<file path="src/beg_pkg.sv">
// Shared constants, register codes and types of the battery gauge.
package beg_pkg;

    localparam int MV_BITS       = 16;
    localparam int TIME_BITS     = 32;
    localparam int PERIOD_BITS   = 20;
    localparam int WINDOW_BITS   = 24;
    localparam int SHIFT_BITS    = 4;
    localparam int DELTA_BITS    = 16;
    localparam int PCT_BITS      = 7;
    localparam int MIN_BITS      = 31;
    localparam int WMIN_BITS     = 17;
    localparam int PCT_NUM_BITS  = MV_BITS + PCT_BITS;
    localparam int PROD_BITS     = MV_BITS + WMIN_BITS;
    localparam int DIVD_BITS     = (PROD_BITS > TIME_BITS) ? PROD_BITS : TIME_BITS;
    localparam int DIVR_BITS     = 16;
    localparam int DIV_CNT_BITS  = $clog2(DIVD_BITS);
    localparam int CFG_IDX_BITS  = 3;
    localparam int CFG_DATA_BITS = 24;

    localparam int MS_PER_MIN    = 60000;
    localparam int FULL_PERCENT  = 100;
    localparam int DELTA_MAX     = 32767;
    localparam int DELTA_MIN     = -32768;

    localparam logic [MIN_BITS-1:0] MINUTES_MAX = {MIN_BITS{1'b1}};

    // Configuration register indexes
    localparam logic [CFG_IDX_BITS-1:0] REG_MIN_MV    = 3'd0;
    localparam logic [CFG_IDX_BITS-1:0] REG_MAX_MV    = 3'd1;
    localparam logic [CFG_IDX_BITS-1:0] REG_PERIOD_MS = 3'd2;
    localparam logic [CFG_IDX_BITS-1:0] REG_WINDOW_MS = 3'd3;
    localparam logic [CFG_IDX_BITS-1:0] REG_AVG_SHIFT = 3'd4;

    localparam logic [MV_BITS-1:0]     RST_MIN_MV    = MV_BITS'(3000);
    localparam logic [MV_BITS-1:0]     RST_MAX_MV    = MV_BITS'(4200);
    localparam logic [PERIOD_BITS-1:0] RST_PERIOD_MS = PERIOD_BITS'(1000);
    localparam logic [WINDOW_BITS-1:0] RST_WINDOW_MS = WINDOW_BITS'(600000);
    localparam logic [SHIFT_BITS-1:0]  RST_AVG_SHIFT = SHIFT_BITS'(3);

    typedef struct packed {
        logic [MV_BITS-1:0]     min_mv;
        logic [MV_BITS-1:0]     max_mv;
        logic [PERIOD_BITS-1:0] period_ms;
        logic [WINDOW_BITS-1:0] window_ms;
        logic [SHIFT_BITS-1:0]  avg_shift;
    } t_cfg;

    typedef struct packed {
        logic upd;
        logic trend;
    } t_trk_ctl;

    typedef struct packed {
        logic                   seeded;
        logic [MV_BITS-1:0]     avg_mv;
        logic                   trend_ready;
        logic [DELTA_BITS-1:0]  delta_mv;
        logic [TIME_BITS-1:0]   span_ms;
        logic                   taken;
    } t_trk_st;

endpackage

</file>
<file path="src/beg_ifs.sv">
// Valid/ready channel interfaces: samples in, gauge results out, register writes.
interface beg_in_if import beg_pkg::*; ();
    logic                 valid;
    logic                 ready;
    logic [TIME_BITS-1:0] time_ms;
    logic [MV_BITS-1:0]   sample_mv;

    modport source (output valid, output time_ms, output sample_mv, input ready);
    modport sink   (input valid, input time_ms, input sample_mv, output ready);
endinterface

interface beg_out_if import beg_pkg::*; ();
    logic                valid;
    logic                ready;
    logic                percent_valid;
    logic [PCT_BITS-1:0] charge_percent;
    logic                runtime_valid;
    logic [MIN_BITS-1:0] minutes_left;
    logic                sample_taken;

    modport source (output valid, output percent_valid, output charge_percent,
                    output runtime_valid, output minutes_left, output sample_taken,
                    input ready);
    modport sink   (input valid, input percent_valid, input charge_percent,
                    input runtime_valid, input minutes_left, input sample_taken,
                    output ready);
endinterface

interface beg_cfg_if import beg_pkg::*; ();
    logic                     valid;
    logic                     ready;
    logic [CFG_IDX_BITS-1:0]  reg_index;
    logic [CFG_DATA_BITS-1:0] wdata;

    modport source (output valid, output reg_index, output wdata, input ready);
    modport sink   (input valid, input reg_index, input wdata, output ready);
endinterface

</file>
<file path="src/battery_ema_gauge_core.sv">
// Top level of the battery gauge: sequencer, result assembly and output register.
//
// Feed one beat per sample on i_in: a wrapping millisecond time and a voltage
// in millivolts. Each input beat gives exactly one beat on o_out carrying the
// charge percentage, the minutes to empty, their valid flags and whether the
// sample moved the average. Registers are written on i_cfg (index, data); the
// user must write them only while no item is in flight, which the block does
// not enforce; i_cfg.ready is always high, unknown indexes are dropped.
// Each item first updates the average and then the trend, then bit-serial
// dividers run twice in a row (percent and window minutes in parallel, then
// the minutes estimate); a new sample is accepted only after the last result is loaded.
// The output register holds a finished result until o_out.ready; meanwhile a
// new sample is already accepted and processed, and that one waits in its last
// step until the output register is free.
// Reset (synchronous, active low) restores the default registers and clears
// the average and trend, so the next nonzero sample seeds the gauge again.
module battery_ema_gauge_core import beg_pkg::*; (
    input  logic      i_clk,
    input  logic      i_rst_n,
    beg_in_if.sink    i_in,
    beg_out_if.source o_out,
    beg_cfg_if.sink   i_cfg
);

    localparam logic [2:0] S_IDLE  = 3'd0;
    localparam logic [2:0] S_UPD   = 3'd1;
    localparam logic [2:0] S_TREND = 3'd2;
    localparam logic [2:0] S_DIVA  = 3'd3;
    localparam logic [2:0] S_WAITA = 3'd4;
    localparam logic [2:0] S_MUL   = 3'd5;
    localparam logic [2:0] S_WAITB = 3'd6;
    localparam logic [2:0] S_DONE  = 3'd7;

    t_cfg     w_cfg;
    t_trk_ctl w_ctl;
    t_trk_st  w_st;

    logic [2:0]           r_state;
    logic [2:0]           n_state;
    logic [TIME_BITS-1:0] r_time_ms;
    logic [MV_BITS-1:0]   r_sample_mv;

    logic                 r_pvalid;
    logic                 r_rvalid;
    logic                 r_pos;
    logic [MV_BITS-1:0]   r_head;
    logic [DIVR_BITS-1:0] r_drop;

    logic                 r_out_valid;
    logic                 r_out_pvalid;
    logic [PCT_BITS-1:0]  r_out_pct;
    logic                 r_out_rvalid;
    logic [MIN_BITS-1:0]  r_out_mins;
    logic                 r_out_taken;

    logic                    w_accept;
    logic                    w_load;
    logic                    w_pos;
    logic [MV_BITS-1:0]      w_head;
    logic [PCT_NUM_BITS-1:0] w_pct_num;
    logic                    w_start_a;
    logic                    w_start_b;
    logic [DIVD_BITS-1:0]    w_dividend_b;
    logic [DIVR_BITS-1:0]    w_divisor_b;
    logic                    w_busy_a;
    logic                    w_busy_b;
    logic [DIVD_BITS-1:0]    w_quo_a;
    logic [DIVD_BITS-1:0]    w_quo_b;
    logic [WMIN_BITS-1:0]    w_wmin;
    logic [PCT_BITS-1:0]     w_pct;
    logic [MIN_BITS-1:0]     w_mins;

    beg_regs u_regs (
        .i_clk   (i_clk),
        .i_rst_n (i_rst_n),
        .i_cfg   (i_cfg),
        .o_cfg   (w_cfg)
    );

    assign w_ctl.upd   = (r_state == S_UPD);
    assign w_ctl.trend = (r_state == S_TREND);

    beg_track u_track (
        .i_clk       (i_clk),
        .i_rst_n     (i_rst_n),
        .i_ctl       (w_ctl),
        .i_time_ms   (r_time_ms),
        .i_sample_mv (r_sample_mv),
        .i_cfg       (w_cfg),
        .o_st        (w_st)
    );

    // percent numerator and headroom above empty
    assign w_pos     = (w_st.avg_mv > w_cfg.min_mv);
    assign w_head    = w_pos ? (w_st.avg_mv - w_cfg.min_mv) : '0;
    assign w_pct_num = PCT_NUM_BITS'(w_head) * PCT_NUM_BITS'(FULL_PERCENT);

    assign w_start_a = (r_state == S_DIVA);
    assign w_start_b = (r_state == S_DIVA) || (r_state == S_MUL);

    // window minutes below one count as one
    assign w_wmin = (w_quo_b == '0) ? WMIN_BITS'(1) : w_quo_b[WMIN_BITS-1:0];

    // divider B: first span / one minute, then headroom * minutes / drop
    always_comb begin
        if (r_state == S_DIVA) begin
            w_dividend_b = DIVD_BITS'(w_st.span_ms);
            w_divisor_b  = DIVR_BITS'(MS_PER_MIN);
        end else begin
            w_dividend_b = DIVD_BITS'(r_head) * DIVD_BITS'(w_wmin);
            w_divisor_b  = r_drop;
        end
    end

    beg_div u_div_pct (
        .i_clk      (i_clk),
        .i_rst_n    (i_rst_n),
        .i_start    (w_start_a),
        .i_dividend (DIVD_BITS'(w_pct_num)),
        .i_divisor  (DIVR_BITS'(w_cfg.max_mv - w_cfg.min_mv)),
        .o_busy     (w_busy_a),
        .o_quotient (w_quo_a)
    );

    beg_div u_div_run (
        .i_clk      (i_clk),
        .i_rst_n    (i_rst_n),
        .i_start    (w_start_b),
        .i_dividend (w_dividend_b),
        .i_divisor  (w_divisor_b),
        .o_busy     (w_busy_b),
        .o_quotient (w_quo_b)
    );

    assign w_pct  = (w_quo_a > DIVD_BITS'(FULL_PERCENT)) ? PCT_BITS'(FULL_PERCENT)
                                                         : w_quo_a[PCT_BITS-1:0];
    assign w_mins = (w_quo_b[DIVD_BITS-1:MIN_BITS] != '0) ? MINUTES_MAX
                                                          : w_quo_b[MIN_BITS-1:0];

    assign w_accept = i_in.valid && i_in.ready;
    assign w_load   = (r_state == S_DONE) && (!r_out_valid || o_out.ready);

    always_comb begin
        n_state = r_state;
        case (r_state)
            S_IDLE:  if (w_accept) n_state = S_UPD;
            S_UPD:   n_state = S_TREND;
            S_TREND: n_state = S_DIVA;
            S_DIVA:  n_state = S_WAITA;
            S_WAITA: if (!w_busy_a && !w_busy_b) n_state = S_MUL;
            S_MUL:   n_state = S_WAITB;
            S_WAITB: if (!w_busy_b) n_state = S_DONE;
            S_DONE:  if (w_load) n_state = S_IDLE;
            default: n_state = S_IDLE;
        endcase
    end

    always_ff @(posedge i_clk) begin
        if (!i_rst_n) begin
            r_state     <= S_IDLE;
            r_out_valid <= 1'b0;
        end else begin
            r_state <= n_state;
            if (w_load) begin
                r_out_valid <= 1'b1;
            end else if (o_out.ready) begin
                r_out_valid <= 1'b0;
            end
        end
    end

    always_ff @(posedge i_clk) begin
        if (w_accept) begin
            r_time_ms   <= i_in.time_ms;
            r_sample_mv <= i_in.sample_mv;
        end
        if (r_state == S_DIVA) begin
            r_pvalid <= w_st.seeded && (w_cfg.max_mv > w_cfg.min_mv);
            r_rvalid <= w_st.trend_ready && (w_st.span_ms != '0)
                        && w_st.delta_mv[DELTA_BITS-1];
            r_pos    <= w_pos;
            r_head   <= w_head;
            r_drop   <= DIVR_BITS'(-w_st.delta_mv);
        end
        if (w_load) begin
            r_out_pvalid <= r_pvalid;
            r_out_pct    <= (r_pvalid && r_pos) ? w_pct : '0;
            r_out_rvalid <= r_rvalid;
            r_out_mins   <= (r_rvalid && r_pos) ? w_mins : '0;
            r_out_taken  <= w_st.taken;
        end
    end

    assign i_in.ready           = (r_state == S_IDLE);
    assign o_out.valid          = r_out_valid;
    assign o_out.percent_valid  = r_out_pvalid;
    assign o_out.charge_percent = r_out_pct;
    assign o_out.runtime_valid  = r_out_rvalid;
    assign o_out.minutes_left   = r_out_mins;
    assign o_out.sample_taken   = r_out_taken;

endmodule

</file>
<file path="src/beg_regs.sv">
// Configuration register file of the battery gauge.
module beg_regs import beg_pkg::*; (
    input  logic      i_clk,
    input  logic      i_rst_n,
    beg_cfg_if.sink   i_cfg,
    output t_cfg      o_cfg
);

    logic [MV_BITS-1:0]     r_min_mv;
    logic [MV_BITS-1:0]     r_max_mv;
    logic [PERIOD_BITS-1:0] r_period_ms;
    logic [WINDOW_BITS-1:0] r_window_ms;
    logic [SHIFT_BITS-1:0]  r_avg_shift;

    assign i_cfg.ready = 1'b1;

    always_ff @(posedge i_clk) begin
        if (!i_rst_n) begin
            r_min_mv    <= RST_MIN_MV;
            r_max_mv    <= RST_MAX_MV;
            r_period_ms <= RST_PERIOD_MS;
            r_window_ms <= RST_WINDOW_MS;
            r_avg_shift <= RST_AVG_SHIFT;
        end else if (i_cfg.valid) begin
            case (i_cfg.reg_index)
                REG_MIN_MV:    r_min_mv    <= i_cfg.wdata[MV_BITS-1:0];
                REG_MAX_MV:    r_max_mv    <= i_cfg.wdata[MV_BITS-1:0];
                REG_PERIOD_MS: r_period_ms <= i_cfg.wdata[PERIOD_BITS-1:0];
                REG_WINDOW_MS: r_window_ms <= i_cfg.wdata[WINDOW_BITS-1:0];
                REG_AVG_SHIFT: r_avg_shift <= i_cfg.wdata[SHIFT_BITS-1:0];
                default: begin
                    // drop writes to unused indexes
                end
            endcase
        end
    end

    assign o_cfg.min_mv    = r_min_mv;
    assign o_cfg.max_mv    = r_max_mv;
    assign o_cfg.period_ms = r_period_ms;
    assign o_cfg.window_ms = r_window_ms;
    assign o_cfg.avg_shift = r_avg_shift;

endmodule

</file>
<file path="src/beg_track.sv">
// Sample gating, moving average and trend anchor state of the battery gauge.
module beg_track import beg_pkg::*; (
    input  logic                 i_clk,
    input  logic                 i_rst_n,
    input  t_trk_ctl             i_ctl,
    input  logic [TIME_BITS-1:0] i_time_ms,
    input  logic [MV_BITS-1:0]   i_sample_mv,
    input  t_cfg                 i_cfg,
    output t_trk_st              o_st
);

    logic                  r_seeded;
    logic [MV_BITS-1:0]    r_avg_mv;
    logic [TIME_BITS-1:0]  r_next_due_ms;
    logic [TIME_BITS-1:0]  r_anchor_ms;
    logic [MV_BITS-1:0]    r_anchor_mv;
    logic                  r_trend_ready;
    logic [DELTA_BITS-1:0] r_delta_mv;
    logic [TIME_BITS-1:0]  r_span_ms;
    logic                  r_taken;
    logic                  r_moved;

    logic [TIME_BITS-1:0]    w_due_diff;
    logic [TIME_BITS-1:0]    w_next_due;
    logic signed [MV_BITS:0] w_diff;
    logic signed [MV_BITS:0] w_step;
    logic [MV_BITS-1:0]      w_avg_new;
    logic [TIME_BITS-1:0]    w_elapsed;
    logic signed [MV_BITS:0] w_dv;
    logic signed [31:0]      w_dv32;
    logic [DELTA_BITS-1:0]   w_dv_sat;

    assign w_due_diff = i_time_ms - r_next_due_ms;
    assign w_next_due = i_time_ms + TIME_BITS'(i_cfg.period_ms);

    // floor(diff / 2^shift) is an arithmetic shift
    assign w_diff    = $signed({1'b0, i_sample_mv}) - $signed({1'b0, r_avg_mv});
    assign w_step    = w_diff >>> i_cfg.avg_shift;
    assign w_avg_new = r_avg_mv + w_step[MV_BITS-1:0];

    assign w_elapsed = i_time_ms - r_anchor_ms;
    assign w_dv      = $signed({1'b0, r_avg_mv}) - $signed({1'b0, r_anchor_mv});
    assign w_dv32    = 32'(w_dv);

    always_comb begin
        if (w_dv32 > DELTA_MAX) begin
            w_dv_sat = DELTA_BITS'(DELTA_MAX);
        end else if (w_dv32 < DELTA_MIN) begin
            w_dv_sat = DELTA_BITS'(DELTA_MIN);
        end else begin
            w_dv_sat = w_dv32[DELTA_BITS-1:0];
        end
    end

    always_ff @(posedge i_clk) begin
        if (!i_rst_n) begin
            r_seeded      <= 1'b0;
            r_avg_mv      <= '0;
            r_next_due_ms <= '0;
            r_anchor_ms   <= '0;
            r_anchor_mv   <= '0;
            r_trend_ready <= 1'b0;
            r_delta_mv    <= '0;
            r_span_ms     <= '0;
            r_taken       <= 1'b0;
            r_moved       <= 1'b0;
        end else if (i_ctl.upd) begin
            r_taken <= 1'b0;
            r_moved <= 1'b0;
            if (i_sample_mv != '0) begin
                if (!r_seeded) begin
                    r_seeded      <= 1'b1;
                    r_avg_mv      <= i_sample_mv;
                    r_anchor_ms   <= i_time_ms;
                    r_anchor_mv   <= i_sample_mv;
                    r_next_due_ms <= w_next_due;
                    r_taken       <= 1'b1;
                end else if (!w_due_diff[TIME_BITS-1]) begin
                    r_next_due_ms <= w_next_due;
                    r_avg_mv      <= w_avg_new;
                    r_taken       <= 1'b1;
                    r_moved       <= 1'b1;
                end
            end
        end else if (i_ctl.trend) begin
            // move the anchor once the window has elapsed, using the new average
            if (r_moved && (w_elapsed >= TIME_BITS'(i_cfg.window_ms))) begin
                r_delta_mv    <= w_dv_sat;
                r_span_ms     <= w_elapsed;
                r_trend_ready <= 1'b1;
                r_anchor_ms   <= i_time_ms;
                r_anchor_mv   <= r_avg_mv;
            end
        end
    end

    assign o_st.seeded      = r_seeded;
    assign o_st.avg_mv      = r_avg_mv;
    assign o_st.trend_ready = r_trend_ready;
    assign o_st.delta_mv    = r_delta_mv;
    assign o_st.span_ms     = r_span_ms;
    assign o_st.taken       = r_taken;

endmodule

</file>
<file path="src/beg_div.sv">
// Bit-serial restoring divider: one quotient bit per cycle.
module beg_div import beg_pkg::*; (
    input  logic                 i_clk,
    input  logic                 i_rst_n,
    input  logic                 i_start,
    input  logic [DIVD_BITS-1:0] i_dividend,
    input  logic [DIVR_BITS-1:0] i_divisor,
    output logic                 o_busy,
    output logic [DIVD_BITS-1:0] o_quotient
);

    logic                    r_busy;
    logic [DIV_CNT_BITS-1:0] r_cnt;
    logic [DIVR_BITS-1:0]    r_rem;
    logic [DIVD_BITS-1:0]    r_quo;
    logic [DIVR_BITS-1:0]    r_divisor;

    logic [DIVR_BITS:0]   w_shifted;
    logic [DIVR_BITS+1:0] w_trial;
    logic                 w_fits;

    // shift the next dividend bit into the remainder and try a subtract
    assign w_shifted = {r_rem, r_quo[DIVD_BITS-1]};
    assign w_trial   = {1'b0, w_shifted} - {2'b00, r_divisor};
    assign w_fits    = !w_trial[DIVR_BITS+1];

    always_ff @(posedge i_clk) begin
        if (!i_rst_n) begin
            r_busy <= 1'b0;
            r_cnt  <= '0;
        end else if (i_start) begin
            r_busy <= 1'b1;
            r_cnt  <= '0;
        end else if (r_busy) begin
            r_cnt <= r_cnt + 1'b1;
            if (r_cnt == DIV_CNT_BITS'(DIVD_BITS - 1)) begin
                r_busy <= 1'b0;
            end
        end
    end

    always_ff @(posedge i_clk) begin
        if (i_start) begin
            r_rem     <= '0;
            r_quo     <= i_dividend;
            r_divisor <= i_divisor;
        end else if (r_busy) begin
            r_rem <= w_fits ? w_trial[DIVR_BITS-1:0] : w_shifted[DIVR_BITS-1:0];
            r_quo <= {r_quo[DIVD_BITS-2:0], w_fits};
        end
    end

    assign o_busy     = r_busy;
    assign o_quotient = r_quo;

endmodule
</file>
<file path="src/flat_wrapper.sv">
// flat-port wrapper written by rule: the top's interface ports become plain ports
module battery_ema_gauge_core_flat import beg_pkg::*;
  (i_clk, i_rst_n, i_in_valid, i_in_time_ms, i_in_sample_mv, i_in_ready, o_out_valid, o_out_percent_valid, o_out_charge_percent, o_out_runtime_valid, o_out_minutes_left, o_out_sample_taken, o_out_ready, i_cfg_valid, i_cfg_reg_index, i_cfg_wdata, i_cfg_ready);
  beg_in_if i_in_i ();
  beg_out_if o_out_i ();
  beg_cfg_if i_cfg_i ();
  input  logic i_clk;
  input  logic i_rst_n;
  input wire logic [$bits(i_in_i.valid)-1:0] i_in_valid;
  input wire logic [$bits(i_in_i.time_ms)-1:0] i_in_time_ms;
  input wire logic [$bits(i_in_i.sample_mv)-1:0] i_in_sample_mv;
  output wire logic [$bits(i_in_i.ready)-1:0] i_in_ready;
  output wire logic [$bits(o_out_i.valid)-1:0] o_out_valid;
  output wire logic [$bits(o_out_i.percent_valid)-1:0] o_out_percent_valid;
  output wire logic [$bits(o_out_i.charge_percent)-1:0] o_out_charge_percent;
  output wire logic [$bits(o_out_i.runtime_valid)-1:0] o_out_runtime_valid;
  output wire logic [$bits(o_out_i.minutes_left)-1:0] o_out_minutes_left;
  output wire logic [$bits(o_out_i.sample_taken)-1:0] o_out_sample_taken;
  input wire logic [$bits(o_out_i.ready)-1:0] o_out_ready;
  input wire logic [$bits(i_cfg_i.valid)-1:0] i_cfg_valid;
  input wire logic [$bits(i_cfg_i.reg_index)-1:0] i_cfg_reg_index;
  input wire logic [$bits(i_cfg_i.wdata)-1:0] i_cfg_wdata;
  output wire logic [$bits(i_cfg_i.ready)-1:0] i_cfg_ready;
  assign i_in_i.valid = i_in_valid;
  assign i_in_i.time_ms = i_in_time_ms;
  assign i_in_i.sample_mv = i_in_sample_mv;
  assign i_in_ready = i_in_i.ready;
  assign o_out_valid = o_out_i.valid;
  assign o_out_percent_valid = o_out_i.percent_valid;
  assign o_out_charge_percent = o_out_i.charge_percent;
  assign o_out_runtime_valid = o_out_i.runtime_valid;
  assign o_out_minutes_left = o_out_i.minutes_left;
  assign o_out_sample_taken = o_out_i.sample_taken;
  assign o_out_i.ready = o_out_ready;
  assign i_cfg_i.valid = i_cfg_valid;
  assign i_cfg_i.reg_index = i_cfg_reg_index;
  assign i_cfg_i.wdata = i_cfg_wdata;
  assign i_cfg_ready = i_cfg_i.ready;
  battery_ema_gauge_core u_core (.i_clk(i_clk), .i_rst_n(i_rst_n), .i_in(i_in_i), .o_out(o_out_i), .i_cfg(i_cfg_i));
endmodule
</file>
<file path="config.mk">
export PLATFORM = sky130hd
export DESIGN_NAME = battery_ema_gauge_core_flat
export DESIGN_NICKNAME = d
export VERILOG_FILES = /design/src/beg_pkg.sv /design/src/beg_ifs.sv /design/src/battery_ema_gauge_core.sv /design/src/beg_regs.sv /design/src/beg_track.sv /design/src/beg_div.sv /design/src/flat_wrapper.sv
export SDC_FILE = /design/constraint.sdc
export NUM_CORES = 2
export LEC_CHECK = 0
export BUFFER_PORTS_ARGS = -buffer_cell sky130_fd_sc_hd__buf_2
export CORE_ASPECT_RATIO = 0.6
export CORE_MARGIN = 2
export CORE_UTILIZATION = 55
export DETAILED_ROUTE_END_ITERATION = 16
export GPL_TIMING_DRIVEN = 0
export PLACE_DENSITY_LB_ADDON = 0.1
export REMOVE_ABC_BUFFERS = 1
export SYNTH_ARGS = -nofsm -noshare
export SYNTH_HDL_FRONTEND = slang
export SYNTH_SLANG_ARGS = --single-unit
</file>
<file path="constraint.sdc">
create_clock -name i_clk -period 19.3 [get_ports i_clk]
set_input_delay 3.86 -clock i_clk [delete_from_list [all_inputs] [get_ports i_clk]]
set_output_delay 3.86 -clock i_clk [all_outputs]
set_load 0.03 [all_outputs]
</file>
# Word level (Yosys, flattened, before mapping)
# Index checks and enable logic that the tools add are counted.
totals:
  regBits: 500
  in_bits: 80
  out_inout_bits: 44
  elab_cells: 171
classes:
  add_sub_neg: 13
  n_mul: 2
  magnitude_cmp: 6
  eq_ne: 20
  shift: 1
  mux: 45
  bitwise_logic: 3
  n_reduce_logical: 40
op_table:
  columns: ["operator", "n"]
  rows:
  - ["32-bit two-way mux", 7]
  - ["16-bit two-way mux", 12]
  - ["33-bit two-way mux", 3]
  - ["32-bit subtractor", 2]
  - ["23-bit two-way mux", 2]
  - ["17-bit by 16-bit subtractor with 18-bit output", 2]
  - ["16-bit by 16-bit subtractor with 17-bit output", 2]
  - ["33-bit by 7-bit > comparator with 1-bit output, second input constant", 1]
  - ["33-bit logical NOT", 1]
  - ["16-bit by 17-bit multiplier with 33-bit output", 1]
  - ["32-bit by 20-bit adder with 32-bit output", 1]
  - ["32-bit by 24-bit greater-or-equal comparator with 1-bit output", 1]
  - ["16-bit > comparator", 2]
  - ["32-bit nonzero test", 1]
  - ["16-bit subtractor", 2]
  - ["31-bit two-way mux", 1]
  - ["3-bit case mux with 8 select lines", 1]
  - ["16-bit by 5-bit multiplier with 21-bit output, second input constant", 1]
  - ["17-bit by 16-bit > comparator with 1-bit output, second input constant", 1]
  - ["17-bit by 16-bit < comparator with 1-bit output, second input constant", 1]
  - ["17-bit two-way mux", 1]
  - ["17-bit by 4-bit >>> shifter with 16-bit output", 1]
  - ["16-bit adder", 1]
  - ["16-bit negation", 1]
  - ["other kinds (21)", 81]

# Longest topological paths before layout
depth:
  word_depth: 6
  ltp_mapped: 30
  mapped_depth_nobuf: 29

# Hierarchy
# A second synthesis with hierarchy kept.
hier_totals:
  cells_unflattened: 4571
  area_unflattened_um2: 41890.2
by_module_without_submodules:
  columns: ["module", "n_inst", "cells_per_inst", "area_each_um2", "seq_area_each_um2"]
  rows:
  - ["battery_ema_gauge_core", 1, 1852, 17364.2, 3803.6]
  - ["beg_track", 1, 1708, 13469.2, 2962.8]
  - ["beg_div (u_core.u_div_run)", 1, 358, 4007.6, 1931.9]
  - ["beg_div (u_core.u_div_pct)", 1, 342, 3907.5, 1931.9]
  - ["beg_regs", 1, 311, 3141.8, 1601.5]

# Worst setup path after synthesis
# OpenSTA, ideal clock, no wires.
synth_path:
  kind: "register to register"
  startpoint: "register u_core.u_div_run.r_quo[16] (netlist: u_core.u_div_run.o_quotient[16])"
  endpoint: "register u_core.u_div_run.r_quo[32] (netlist: u_core.u_div_run.o_quotient[32]), data pin"
  setup_time_ns: 0.267
  t_arrival_ns: 7.024
  required_ns: 19.033
  setup_slack_ns: 12.009
  path_stages_with_launch: 27
  n_path_buf: 2
  period_less_slack_ns: 7.291
  cell_sequence: "edfxtp_1 clkbuf_1 or4_1 nor4_1 a41o_1 clkbuf_1 nand2_1 fa_1 fa_1 inv_1 fa_1 fa_1 fa_1 inv_1 fa_1 inv_1 ha_1 a21o_1 a21o_1 a21o_1 a41oi_1 o21ai_0 a21oi_1 o211ai_1 a31oi_1 xnor2_1 o21ai_0"
synth_between:
  elab_chain_cells: 5
synth_lines:
  columns: ["element", "line_no", "rtl"]
  rows:
  - ["start, declared", "beg_div.sv:15", "logic [DIVD_BITS-1:0] r_quo;"]
  - ["start signal, assigned", "beg_div.sv:45", "r_quo <= i_dividend;"]
  - ["start signal, assigned", "beg_div.sv:49", "r_quo <= {r_quo[DIVD_BITS-2:0], w_fits};"]
  - ["33-bit logical NOT", "battery_ema_gauge_core.sv:102", "assign w_wmin = (w_quo_b == '0) ? WMIN_BITS'(1) : w_quo_b[WMIN_BITS-1:0];"]
  - ["17-bit two-way mux (*)", "battery_ema_gauge_core.sv:102", null]
  - ["16-bit by 17-bit multiplier with 33-bit output (*)", "battery_ema_gauge_core.sv:110", "w_dividend_b = DIVD_BITS'(r_head) * DIVD_BITS'(w_wmin);"]
  - ["33-bit two-way mux (*)", "battery_ema_gauge_core.sv:106", "if (r_state == S_DIVA) begin"]
  - ["33-bit two-way mux (*)", "beg_div.sv:43", "if (i_start) begin"]
# Every way passes the cells marked *; elsewhere a longest branch is shown, timed or not.
# A chain may end at the register's enable or synchronous reset.

# Worst setup path after layout
layout_path:
  startpoint: "register u_core.u_div_run.r_quo[2] (netlist: u_core.u_div_run.o_quotient[2])"
  endpoint: "register u_core.u_div_run.r_quo[32] (netlist: u_core.u_div_run.o_quotient[32]), data pin"
# The elaborated chain is that of the path after synthesis.

==> run summary <==
Outcome: finished, final reports clean
Max Cap Violations: 0
Combinational Power Share: 55.9%
Number of synthesis warnings: 0
CTS tree: done
Per-cell routed wire length: 19.0 microns
Vias per cell: 5.74
H-tree level count: 2
Min Tclk post-route: 9.43 ns
# hold bufs at CTS: 0
Synth Cell Area: 40,300 sq um
PortBufs: 122
CP Max Fanout: 19
Register area: 12,100 sq um
Area occupied by multi-input gates: 25,400 sq um
Num rows: 76
Ys async rst share: 0%
Number of synthesized flops with an enable pin: 210
DR pass1 iterations: 7
IR drop worst, VDD: 0.000225 V
Required time worst endpoint: 19.62 ns
Largest net degree at the start of global routing: 87
Global-route wire length before repair: 167,000 microns
Post-synth top area share: 15.6%
Vias in the first global route: 29,675
Residual DRC: 0
IO Count: 124
Final setup violation count: 0
Num CTS Buffers: 51
Layout Utilization: 60.1%
Die area: 75,600 sq um
Flop pwr share: 24.8%
GP Congestion: 0.960
Skew-Pair Late Insertion Delay: 0.62 ns
Worst rel slew slack: 13.3%
Total Power: 5.26 mW
Fin nets: 5,184
Int Pwr: 2.95 mW
Sw Ratio: 44.0%
Die Wd: 354 microns
Crit end category: flip-flop
Slew Viols, Final: 0
Clock-pin transition on the worst setup and hold timing paths: 0.06 ns
Crit path kind: reg2reg
Core Box Area: 72,200 sq um
Total Wirelength: 105,000 microns
Synth cell types: 101
Psw: 2.31 mW
# Post-CTS Setup Buffers: 0
Primary FF master, synth: dfxtp_1
PwrDens: 121 nW/um^2
Syn Inst Count: 4,518
Critical Path AT: 9.74 ns
Clock Tree Buf Depth: 3
Top cells by area, synth: edfxtp_1, dfxtp_1, ha_1
Ratio of cells with drive above 1 in the final layout: 7.09%
Area grow syn2layout: 7.56%
Clock skew: 0.0247 ns
Filler Cells Inserted: 6,379
Die Ht: 214 microns
Setup TNS: 0 ns
Post-synthesis sequential area ratio: 30.0%
Post-route antenna net violation count: 0
R2r setup slk: 9.87 ns
Grt ovf: 0
Post-DP HPWL: 80,100 microns
Fmax: 106 MHz
CTS root buf: clkbuf_16
CTS Sinks: 500
Synth Register Bits: 500
Leading area contributor after synthesis: edfxtp_1
Syn Area/Cell: 8.93 sq um
Clock network fraction of design power: 19.3%
Hold Fails Final Rpt: 0
RSZ-0062 raised after global routing: false
Tcrit/Tclk final: 48.8%
Initial core utilization: 55.9%
Vias post-DR: 31,660
Startpoint types: flip-flop
Hold WC Path Type: reg2reg
Initial antenna violation count: 4
Starting DRT DRC Count: 2,714
Total track usage: 27.8%
Pleak: 18.9 nW
Post-cts sizing count: 0
Worst-Margin Slew: 1.30 ns
==> critical path, cell delays in order (launching register included) <==
cell and delay, ns:
edfxtp_1 0.81, nor4_1 0.70, nand4_1 0.19, nor4_1 0.31, a41o_1 0.83, nand2_1 0.18
fa_1 0.55, fa_1 0.54, inv_1 0.05, fa_1 0.51, fa_1 0.52, fa_1 0.54
inv_1 0.05, fa_1 0.53, inv_1 0.04, ha_1 0.33, a21o_1 0.19, a21o_1 0.19
a21o_1 0.20, a41oi_1 0.37, o21ai_0 0.32, a21oi_1 0.50, o211ai_1 0.19, a31oi_1 0.22
xnor2_1 0.15, o21ai_0 0.09
==> logic make-up after synthesis <==
| kind of cell | count (synthesis) | synth area share (%) |
|---|---|---|
| other | 1 | 0.00929 |
| AOI/OAI and AO/OA | 959 | 15.7 |
| xor gates and xnor gates | 195 | 4.23 |
| muxes | 137 | 3.51 |
| buffers and inverters | 747 | 7.19 |
| and+or+nand+nor | 1371 | 16.3 |
| DFF | 500 | 30.0 |
| adders and majority gates | 608 | 23.1 |
==> flip-flops by register name, summed over array words and instances, names as in the netlist, 20 cells and up <==
| register | count |
|---|---|
| u_core.u_track.r_next_due_ms | 32 |
| u_core.u_track.r_span_ms | 32 |
| u_core.r_time_ms | 32 |
| u_core.o_out.minutes_left | 31 |
| u_core.u_div_pct.o_quotient | 33 |
| u_core.u_regs.r_period_ms | 20 |
| u_core.u_div_run.o_quotient | 33 |
| u_core.u_track.r_anchor_ms | 32 |
| u_core.u_regs.r_window_ms | 24 |
==> placed cells by master (no fill, tap or decap), types with 33 or more instances in the layout <==
cell and instances:
nand2_1 538, inv_1 529, ha_1 378, dfxtp_1 288, a21oi_1 265, nor2_1 233, fa_1 228, edfxtp_1 210
o21ai_0 179, and2_1 155, mux2i_1 128, xnor2_1 122, buf_2 121, nand3_1 104, xor2_1 73, o21a_1 69
a21o_1 66, nor3_1 66, a211oi_1 55, clkbuf_16 53, nand4_1 39, and3_1 39, nor2b_1 38, nor4_1 38
o211ai_1 33
==> per-stage QoR <==
step | cells | worst slack [ns] | instance area, sq um | hold slack (ns)
finish | 5515 | 9.87 | 43400 | 0.443
floorplan | 4303 | 12.03 | 39400 | 0.401
global placement | 5400 | 8.21 | 41300 | 0.441
CTS | 5513 | 10.07 | 43400 | 0.451
detailed placement | 5419 | 10.12 | 41700 | 0.439
global route | 5514 | 9.47 | 43400 | 0.469
==> per-layer routing <==
| layer | vias to the layer above | part of all wire, % | track usage (%) | wire, microns |
|---|---|---|---|---|
| met2 | 1060 | 39 | 38.2 | 40800 |
| met3 | 125 | 9.3 | 6.71 | 9760 |
| met4 | 0 | 2.2 | 6.41 | 2270 |
| li1 | 15486 | - | - | - |
| met1 | 14989 | 50 | 43.4 | 52200 |
| met5 | - | 0 | 0 | 0 |
==> area by class of cell <==
type | instances | area share [%]
Clock buffer | 73 | 3.37
Inverter | 532 | 4.62
Antenna cell | 1 | 0.00577
Multi-Input combinational cell | 3271 | 58.5
Sequential cell | 500 | 27.9
Clock inverter | 21 | 0.447
Tap cell | 975 | 2.81
Timing Repair Buffer | 142 | 2.30
==> cell usage after synthesis, types with 12 or more instances <==
| cell | count |
|---|---|
| buf_1 | 14 |
| a21oi_1 | 268 |
| o21bai_1 | 27 |
| nand2_1 | 538 |
| o211ai_1 | 33 |
| nor3_1 | 66 |
| fa_1 | 228 |
| nand2b_1 | 32 |
| nor2b_1 | 38 |
| or2_2 | 15 |
| nor2_1 | 235 |
| a22oi_1 | 31 |
| a211o_1 | 12 |
| o31ai_1 | 17 |
| clkbuf_1 | 172 |
| ha_1 | 378 |
| and3_1 | 39 |
| and2_1 | 155 |
| a311oi_1 | 16 |
| dfxtp_1 | 290 |
| xnor2_1 | 122 |
| a21o_1 | 66 |
| a31oi_1 | 23 |
| a21oi_2 | 17 |
| or3_1 | 20 |
| o21ai_1 | 19 |
| a211oi_1 | 55 |
| nor4_1 | 38 |
| buf_2 | 18 |
| nand3_1 | 105 |
| xor2_1 | 73 |
| inv_1 | 531 |
| edfxtp_1 | 210 |
| nand4_1 | 39 |
| mux2i_1 | 128 |
| o21a_1 | 69 |
| o21ai_0 | 179 |
| a211oi_2 | 12 |
==> power groups by stage <==
stage               logic [mW]  clock network (mW)  registers [mW]
finish                    2.94                1.02            1.30
global route              3.29                1.08            1.31
CTS                       2.88                1.04            1.30
detailed placement        2.85                   0            1.32
global placement          2.82                   0            1.32
floorplan                 2.16                   0            1.27
==> final timing paths <==
kind	from	endpoint	cells after the start
setup reg to reg	u_core.u_div_run.o_quotient[2]	u_core.u_div_run.o_quotient[32]	25
setup / recovery	u_core.u_div_run.o_quotient[2]	u_core.u_div_run.o_quotient[32]	25
hold / removal	u_core.u_track.r_taken	u_core.o_out.sample_taken	0
hold reg to reg	u_core.u_track.r_taken	u_core.o_out.sample_taken	0
Note: power is estimated with default switching activity, not from simulation.
